==> src/sfbf8_pkg.sv <==
`timescale 1ns / 1ps
// ----------------------------------------------------------------------------
// sfbf8_pkg
// Shared types and constants of the frame builder with Fletcher-8 checksum.
// ----------------------------------------------------------------------------
package sfbf8_pkg;

  localparam logic [7:0]  SYNC_FIRST     = 8'hB5;
  localparam logic [7:0]  SYNC_SECOND    = 8'h62;
  localparam int          CAP_W          = 17;
  localparam logic [16:0] CAP_RESET      = 17'd65543;
  localparam logic [16:0] FRAME_OVERHEAD = 17'd8;
  localparam int          MAX_BEATS      = 8;
  localparam int          BEAT_IDX_W     = $clog2(MAX_BEATS);

  typedef enum logic {
    OP_START   = 1'b0,
    OP_PAYLOAD = 1'b1
  } opcode_t;

  typedef enum logic [1:0] {
    ST_OK       = 2'd0,
    ST_OVERSIZE = 2'd1,
    ST_STRAY    = 2'd2
  } status_t;

  // One run of output beats caused by a single input item.
  typedef struct packed {
    logic [MAX_BEATS-1:0][7:0] bytes;
    logic [BEAT_IDX_W-1:0]     last;
    status_t                   status;
  } burst_t;

endpackage

==> src/sync_frame_builder_fletcher8.sv <==
`timescale 1ns / 1ps
// ----------------------------------------------------------------------------
// sync_frame_builder_fletcher8
// Builds sync-prefixed command frames with a Fletcher-8 checksum as bytes.
// ----------------------------------------------------------------------------
// Usage:
//   The input stream carries commands: tuser 0 is a start beat with class,
//   id and payload length, tuser 1 is one payload byte. The output stream
//   carries one frame byte per beat; tlast marks the final beat of the run
//   caused by one input beat, and tuser carries the status code.
//   The configuration channel writes the frame capacity in bytes; write it
//   only while no beats are in flight.
// Timing:
//   The first output beat of an item appears the cycle after it is taken.
//   An item yields 1 to 8 beats at one beat per cycle unless out_tready
//   is low; the next item is taken in the same cycle as the final beat
//   of the current run, so payload bytes stream at one per cycle. The
//   single result register holding one run sets this rate.
// Reset and stalls:
//   Reset closes any open frame, clears the sums and restores the capacity
//   to its maximum. Both ready outputs stay low while rst_n is low. While
//   out_tready is low the current beat holds and in_tready stays low.
// ----------------------------------------------------------------------------
module sync_frame_builder_fletcher8
  import sfbf8_pkg::*;
(
  input  logic        clk,
  input  logic        rst_n,
  input  logic        cfg_valid,
  output logic        cfg_ready,
  input  logic [16:0] cfg_data,    // max_frame_bytes
  input  logic        in_tvalid,
  output logic        in_tready,
  input  logic [39:0] in_tdata,    // msg_class, msg_id, payload_len, data_byte
  input  logic        in_tuser,    // opcode
  output logic        out_tvalid,
  input  logic        out_tready,
  output logic [7:0]  out_tdata,   // out_byte
  output logic        out_tlast,
  output logic [1:0]  out_tuser    // status
);

  logic   in_take;
  logic   seq_free;
  burst_t burst;

  assign cfg_ready = rst_n;
  assign in_tready = seq_free && rst_n;
  assign in_take   = in_tvalid && in_tready;

  sfbf8_engine u_engine (
    .clk         (clk),
    .rst_n       (rst_n),
    .cfg_we      (cfg_valid && cfg_ready),
    .cfg_value   (cfg_data),
    .item_accept (in_take),
    .opcode      (opcode_t'(in_tuser)),
    .msg_class   (in_tdata[7:0]),
    .msg_id      (in_tdata[15:8]),
    .payload_len (in_tdata[31:16]),
    .data_byte   (in_tdata[39:32]),
    .burst       (burst)
  );

  sfbf8_sequencer u_sequencer (
    .clk        (clk),
    .rst_n      (rst_n),
    .load       (in_take),
    .burst_in   (burst),
    .free       (seq_free),
    .out_tvalid (out_tvalid),
    .out_tready (out_tready),
    .out_tdata  (out_tdata),
    .out_tlast  (out_tlast),
    .out_tuser  (out_tuser)
  );

endmodule

==> src/sfbf8_engine.sv <==
`timescale 1ns / 1ps
// ----------------------------------------------------------------------------
// sfbf8_engine
// Frame state, checksum sums and capacity register; turns one accepted item
// into a burst of output bytes and updates the frame state at the same edge.
// ----------------------------------------------------------------------------
module sfbf8_engine
  import sfbf8_pkg::*;
(
  input  logic             clk,
  input  logic             rst_n,
  input  logic             cfg_we,
  input  logic [CAP_W-1:0] cfg_value,
  input  logic             item_accept,
  input  opcode_t          opcode,
  input  logic [7:0]       msg_class,
  input  logic [7:0]       msg_id,
  input  logic [15:0]      payload_len,
  input  logic [7:0]       data_byte,
  output burst_t           burst
);

  logic [CAP_W-1:0] max_frame_bytes_r;
  logic [7:0]       sum_a_r, sum_a_nxt;
  logic [7:0]       sum_b_r, sum_b_nxt;
  logic [15:0]      bytes_left_r, bytes_left_nxt;
  logic             in_frame_r, in_frame_nxt;

  always_comb begin
    logic [7:0]  a;
    logic [7:0]  b;
    logic [16:0] total;
    logic [15:0] left;
    a              = 8'd0;
    b              = 8'd0;
    total          = {1'b0, payload_len} + FRAME_OVERHEAD;
    left           = bytes_left_r - 16'd1;
    sum_a_nxt      = sum_a_r;
    sum_b_nxt      = sum_b_r;
    bytes_left_nxt = bytes_left_r;
    in_frame_nxt   = in_frame_r;
    burst.bytes    = '0;
    burst.last     = '0;
    burst.status   = ST_OK;
    case (opcode)
      OP_START: begin
        // A start always abandons whatever frame was open.
        sum_a_nxt      = 8'd0;
        sum_b_nxt      = 8'd0;
        bytes_left_nxt = 16'd0;
        in_frame_nxt   = 1'b0;
        if (max_frame_bytes_r < total) begin
          burst.status = ST_OVERSIZE;
        end else begin
          a = msg_class;         b = a;
          a = a + msg_id;        b = b + a;
          a = a + payload_len[7:0];  b = b + a;
          a = a + payload_len[15:8]; b = b + a;
          sum_a_nxt      = a;
          sum_b_nxt      = b;
          burst.bytes[0] = SYNC_FIRST;
          burst.bytes[1] = SYNC_SECOND;
          burst.bytes[2] = msg_class;
          burst.bytes[3] = msg_id;
          burst.bytes[4] = payload_len[7:0];
          burst.bytes[5] = payload_len[15:8];
          burst.bytes[6] = a;
          burst.bytes[7] = b;
          if (payload_len == 16'd0) begin
            burst.last = BEAT_IDX_W'(7);
          end else begin
            burst.last     = BEAT_IDX_W'(5);
            in_frame_nxt   = 1'b1;
            bytes_left_nxt = payload_len;
          end
        end
      end
      OP_PAYLOAD: begin
        if (!in_frame_r) begin
          burst.status = ST_STRAY;
        end else begin
          a              = sum_a_r + data_byte;
          b              = sum_b_r + a;
          sum_a_nxt      = a;
          sum_b_nxt      = b;
          bytes_left_nxt = left;
          burst.bytes[0] = data_byte;
          burst.bytes[1] = a;
          burst.bytes[2] = b;
          if (left == 16'd0) begin
            burst.last   = BEAT_IDX_W'(2);
            in_frame_nxt = 1'b0;
          end
        end
      end
      default: begin
        burst.status = ST_OK;
      end
    endcase
  end

  always_ff @(posedge clk) begin
    if (!rst_n) begin
      max_frame_bytes_r <= CAP_RESET;
      sum_a_r           <= 8'd0;
      sum_b_r           <= 8'd0;
      bytes_left_r      <= 16'd0;
      in_frame_r        <= 1'b0;
    end else begin
      if (cfg_we) begin
        max_frame_bytes_r <= cfg_value;
      end
      if (item_accept) begin
        sum_a_r      <= sum_a_nxt;
        sum_b_r      <= sum_b_nxt;
        bytes_left_r <= bytes_left_nxt;
        in_frame_r   <= in_frame_nxt;
      end
    end
  end

endmodule

==> src/sfbf8_sequencer.sv <==
`timescale 1ns / 1ps
// ----------------------------------------------------------------------------
// sfbf8_sequencer
// Holds one burst in the result register and hands it out one beat at a time.
// ----------------------------------------------------------------------------
module sfbf8_sequencer
  import sfbf8_pkg::*;
(
  input  logic       clk,
  input  logic       rst_n,
  input  logic       load,
  input  burst_t     burst_in,
  output logic       free,
  output logic       out_tvalid,
  input  logic       out_tready,
  output logic [7:0] out_tdata,
  output logic       out_tlast,
  output logic [1:0] out_tuser
);

  burst_t                burst_r;
  logic [BEAT_IDX_W-1:0] idx_r;
  logic                  valid_r;
  logic                  take;
  logic                  last_beat;

  assign take      = valid_r && out_tready;
  assign last_beat = (idx_r == burst_r.last);
  // The next burst may load in the cycle the final beat of this one leaves.
  assign free      = !valid_r || (take && last_beat);

  assign out_tvalid = valid_r;
  assign out_tdata  = burst_r.bytes[idx_r];
  assign out_tlast  = last_beat;
  assign out_tuser  = burst_r.status;

  always_ff @(posedge clk) begin
    if (!rst_n) begin
      valid_r <= 1'b0;
      idx_r   <= '0;
    end else if (load) begin
      valid_r <= 1'b1;
      idx_r   <= '0;
    end else if (take) begin
      if (last_beat) begin
        valid_r <= 1'b0;
      end else begin
        idx_r <= idx_r + BEAT_IDX_W'(1);
      end
    end
  end

  always_ff @(posedge clk) begin
    if (load) begin
      burst_r <= burst_in;
    end
  end

endmodule
==> config.mk <==
export PLATFORM = sky130hd
export DESIGN_NAME = sync_frame_builder_fletcher8
export DESIGN_NICKNAME = d
export VERILOG_FILES = /design/src/sfbf8_pkg.sv /design/src/sync_frame_builder_fletcher8.sv /design/src/sfbf8_engine.sv /design/src/sfbf8_sequencer.sv
export SDC_FILE = /design/constraint.sdc
export NUM_CORES = 1
export LEC_CHECK = 0
export ABC_CLOCK_PERIOD_IN_PS = 5500
export CORE_MARGIN = 2
export CORE_UTILIZATION = 61
export DETAILED_ROUTE_END_ITERATION = 8
export DONT_BUFFER_PORTS = 1
export GPL_TIMING_DRIVEN = 0
export PLACE_DENSITY = 0.74
export SYNTH_ARGS = -nofsm -noshare
export SYNTH_HDL_FRONTEND = slang
export SYNTH_HIERARCHICAL = 1
export SYNTH_SLANG_ARGS = --single-unit
export TNS_END_PERCENT = 10
==> constraint.sdc <==
create_clock -name clk -period 5.5 [get_ports clk]
set_input_delay 0.275 -clock clk [delete_from_list [all_inputs] [get_ports clk]]
set_output_delay 0.275 -clock clk [all_outputs]
set_load 0.05 [all_outputs]
[Word level (Yosys, flattened, before mapping)]
Cells that the tools add are included.
Word-level totals
  register bits after elaboration: 123
  output and inout bits: 14
Cells by class
  reductions and logical operators: 16
  add/subtract/negate cells: 11
  eq/ne operators: 2
  bitwise logic cells: 3
  order comparisons: 2
  mux-type cells: 27
Operator list (number)
  8-bit adder: 8
  29-bit one-hot mux with 2 select lines: 1
  27-bit two-way mux: 2
  16-bit two-way mux: 3
  8-bit two-way mux: 5
  16-bit zero test: 2
  16-bit one-hot mux with 2 select lines: 1
  8-bit one-hot mux with 2 select lines: 2
  8-bit binary-select mux with 3-bit select: 1
  16-bit by 4-bit adder with 17-bit output (second input constant): 1
  17-bit < comparator: 1
  16-bit by 1-bit subtractor with 16-bit output (second input constant): 1
  1-bit two-way mux: 8
  2-bit two-way mux: 3
  2-bit AND reduction: 3
  1-bit logical AND: 5
  3-bit by 4-bit < comparator with 1-bit output (second input constant): 1
  2-bit nonzero test: 2
  2-bit OR reduction: 2
  3-bit by 1-bit adder with 3-bit output (second input constant): 1
  3-bit equality test: 1
  1-bit NOT: 3
  2-bit by 1-bit != test with 1-bit output (second input constant): 1
  1-bit one-hot mux with 2 select lines: 1
  2 further kinds: 2

[Depth between registers and ports, before layout]
  word-level depth: 7
  gate-level depth with buffers: 24

[By module]
The synthesis kept the hierarchy.
Modules (own cells, without submodules)
  sfbf8_engine: cells an instance 690, area each 5401.4 um^2, instances 1
  sfbf8_sequencer: cells an instance 135, area each 2920.3 um^2, instances 1
  sync_frame_builder_fletcher8: cells an instance 4, area each 27.5 um^2, instances 1

[Worst setup path after synthesis]
Ideal clock, no wire load.
  path type: input to register
  from: input port in_tdata[0]
  to: register u_engine.sum_b_r[7]
  required time: 5.431 ns
  slack: 0.547 ns
  arrival time: 4.883 ns
  library setup time: 0.069 ns
  stages on the path: 23
  path through: ha_1 > fa_1 > a21o_1 > a21oi_1 > xnor2_1 > ha_1 > nand2_1 > o21ai_0 > or2_2 > xor2_1 > inv_1 > fa_1 > fa_1 > inv_1 > ha_1 > o21ai_0 > o21bai_1 > a21o_1 > xor2_1 > a211o_1 > and4_1 > a2bb2oi_1 > o21ai_1
Between the ends
  cells in the longest elaborated chain, start to end: 6
  elaborated cells on any way between the ends: 8
  classes of those cells: add/sub: 6; mux: 2
Ends and longest elaborated chain
  start: declaration: RTL line sync_frame_builder_fletcher8.sv:34  | input logic [39:0] in_tdata,
  8-bit adder: RTL line sfbf8_engine.sv:56  | a = a + msg_id; b = b + a;
  8-bit adder, on equally long branches: RTL line sfbf8_engine.sv:56, sfbf8_engine.sv:57
  8-bit adder, on equally long branches: RTL line sfbf8_engine.sv:57, sfbf8_engine.sv:58
  8-bit adder (*): RTL line sfbf8_engine.sv:58  | a = a + payload_len[15:8]; b = b + a;
  8-bit two-way mux (*): RTL line sfbf8_engine.sv:52  | if (max_frame_bytes_r < total) begin
  8-bit one-hot mux with 2 select lines (*): RTL line sfbf8_engine.sv:45  | case (opcode)
  end signal: assignment: RTL line sfbf8_engine.sv:115  | sum_b_r <= sum_b_nxt;
  end: declaration: RTL line sfbf8_engine.sv:25  | logic [7:0] sum_b_r, sum_b_nxt;
Mark *: on every way between the ends. The rest lies on a longest branch, timed or not.
A chain may end at the register's enable or synchronous reset.

[Worst setup path after layout]
Ends and elaborated chain as after synthesis.

==> impl_metrics.json <==
{
  "outcome": "finished clean",
  "reg2reg_slack_ns": 1.62,
  "seqPwrFrac_pct": 27.2,
  "cts_made_buffers": 17,
  "avgSynthCellArea_um2": 10.1,
  "rsz0062_at_grt": "false",
  "hold_violations": 0,
  "cts.sinks": 123,
  "overflow": 0,
  "die_y_um": 121,
  "combPwrFrac_pct": 45.0,
  "final_cells": 1049,
  "finClkSkew_ns": 0.0135,
  "antenna_found_initial": 0,
  "fin_crit_sh_pct": 92.7,
  "initial_core_util_pct": 62.8,
  "grt_use_total_pct": 34.4,
  "post_drt_via_cell_ratio": 6.61,
  "num_antenna_cells": 0,
  "power_switching_w": 0.00156,
  "postSynthCellCount": 829,
  "setup-tns-final_ns": 0,
  "die_w_um": 121,
  "final_cell_mix": "69 x nor2_1, 69 x edfxtp_1, 63 x ha_1",
  "cp_cell_sequence": "ha_1 > fa_1 > a21o_1 > a21oi_1 > xnor2_1 > ha_1 > nand2_1 > o21ai_0 > or2_2 > xor2_1 > inv_1 > fa_1 > fa_1 > inv_1 > ha_1 > o21ai_0 > o21bai_1 > a21o_1 > xor2_1 > a211o_1 > and4_1 > a2bb2oi_1 > o21ai_1",
  "grt_pass1_vias": 6901,
  "antenna_left": 0,
  "async_flop_share_pct": 0,
  "final_util_pct": 70.0,
  "cpLargestDelayFamily": "adder cells",
  "placed_cells": 1005,
  "p_leak_nw": 3.82,
  "port_buffers": 0,
  "row_count": 42,
  "synth.distinct_cells": 70,
  "drive_gt1_share_pct": 8.02,
  "area_delta_synth_final_pct": 11.5,
  "powerDensity_nw_per_um2": 446,
  "hpwl_um": 18000,
  "drc": 0,
  "coreArea_um2": 13300,
  "crit_slowest_cell": "fa_1",
  "crit_buf_inv": 2,
  "grt_pass1_wl_um": 37400,
  "synth_ff_type": "edfxtp_1",
  "die_area_um2": 14600,
  "worst_ep_arrival_time_ns": 5.40,
  "hold_path.class": "in2reg",
  "critPathKind": "in2reg",
  "period_minus_slack_ns": 5.10,
  "first_pass_iters": 7,
  "switching_share_pct": 37.5,
  "cts_max_path_buffers": 2,
  "routabilityCongestion": 0.962,
  "synth_edf_count": 69,
  "drt-initial-drc-count": 801,
  "drv_cap": 0,
  "post_cts_buffers": 0,
  "end_kind": "flip-flop",
  "cts_tree": "built",
  "tightest_slew_ns": 0.999,
  "setup_violations": 0,
  "p_clk_share_pct": 27.8,
  "path_max_fanout": 4,
  "fmax_mhz": 196,
  "slew_viol_final": 0,
  "synth_nets": 973,
  "io_pins": 77,
  "cellInternalPower_w": 0.00260,
  "grt_max_degree": 78,
  "cp.required_ns": 5.80,
  "slew_headroom_pct": 33.4,
  "insertion_delay_ns": 0.43,
  "cts_max_level": 4,
  "peakVddDrop_mv": 0.735,
  "cts.clk_slew.worst_paths_ns": 0.06,
  "via_count": 6933,
  "synth-seq-cells": 123,
  "ctsRootBufferMaster": "clkbuf_16",
  "final_nets": 1004,
  "ys_seq_area_share_pct": 37.8,
  "cp_slowest_stage_delay_ns": 0.55,
  "ys_warn_count": 6,
  "cp-start-kind": "input port",
  "routedWlPerCell_um": 23.2,
  "synth_area_um2": 8350,
  "fillers": 1018,
  "wl_um": 24300
}
## registers in the layout (all words and copies together), names as in the netlist
name and count:
u_sequencer/burst_r 67, u_sequencer/out_tvalid 1, u_engine/in_frame_r 1, u_engine/sum_a_r 8, u_sequencer/idx_r 3, u_engine/max_frame_bytes_r 17
u_engine/sum_b_r 8, u_engine/bytes_left_r 16, u_sequencer/out_tuser 2
## Yosys cell counts, types with 16 or more instances
cell       n  area, um^2
inv_1     45         169
and3_1    35         219
o21ai_0   50         250
a211oi_1  18         135
nor2_1    69         259
xnor2_1   31         272
nand2_1   60         225
a21o_1    16         120
fa_1      18         360
xor2_1    27         236
nand3_1   19        95.1
edfxtp_1  69        2070
ha_1      63         788
clkbuf_1  29         109
a21oi_1   46         230
mux2i_1   19         190
dfxtp_1   54        1080
## area by class of cell
cell class	count	area, um^2	area share [%]
buffer	41	190	2.04
clock buffer	20	478	5.14
clock inverter	12	130	1.40
inverter	45	169	1.81
multi-input combinational	620	4850	52.1
sequential	123	3150	33.9
tap	176	220	2.37
timing repair buffer	12	120	1.29
## routing by layer
layer  share of wire [%]  GRT usage, %
met1                  38          43.0
met4                 3.9          14.1
met5                   0             0
met3                  11          8.51
met2                  47          57.1
## final timing paths
kind | startpoint | endpoint | cells past startpoint
max | in_tdata[0] | u_engine/sum_b_r[7] | 23
min | rst_n | u_sequencer/out_tvalid | 2
max reg2reg | u_sequencer/idx_r[0] | u_engine/sum_a_r[2] | 11
min reg2reg | u_engine/max_frame_bytes_r[1] | u_engine/max_frame_bytes_r[1] | 2
## repair_timing
action                                 in CTS  in global routing
gates resized for setup                     0                  0
hold buffers                               12                  0
endpoints found under the hold margin      12                  0
## logic make-up (layout without fill, tap and decap cells)
kind of cell,after synthesis,in the layout,share of synthesized area [%]
xor gates and xnor gates,59,59,6.35
DFF,123,123,37.8
adders and majority gates,81,81,13.8
buffers and inverters,86,130,4.30
and+or+nand+nor,252,252,15.2
muxes,43,43,8.35
AOI/OAI and AO/OA,185,185,14.3
## power groups by stage
stage / Sequential (W) / Combinational, W / Clock, W
CTS: 0.00113 / 0.00184 / 0.00116
floorplan: 0.00113 / 0.00142 / 0
global placement: 0.00114 / 0.00173 / 0
global route: 0.00114 / 0.00207 / 0.00119
detailed placement: 0.00115 / 0.00182 / 0
finish: 0.00113 / 0.00187 / 0.00115
## stage by stage
step,total power (W),instance area (um^2),hold slack [ns],setup WS (ns)
global route,0.00440,9310,0.0225,0.0772
detailed placement,0.00297,8580,0.412,-0.0216
global placement,0.00288,8570,0.389,0.0815
floorplan,0.00256,8350,0.382,0.547
CTS,0.00413,9310,0.000157,0.417
finish,0.00416,9310,0.0114,0.401
Note: power is estimated with default switching activity, not from simulation.
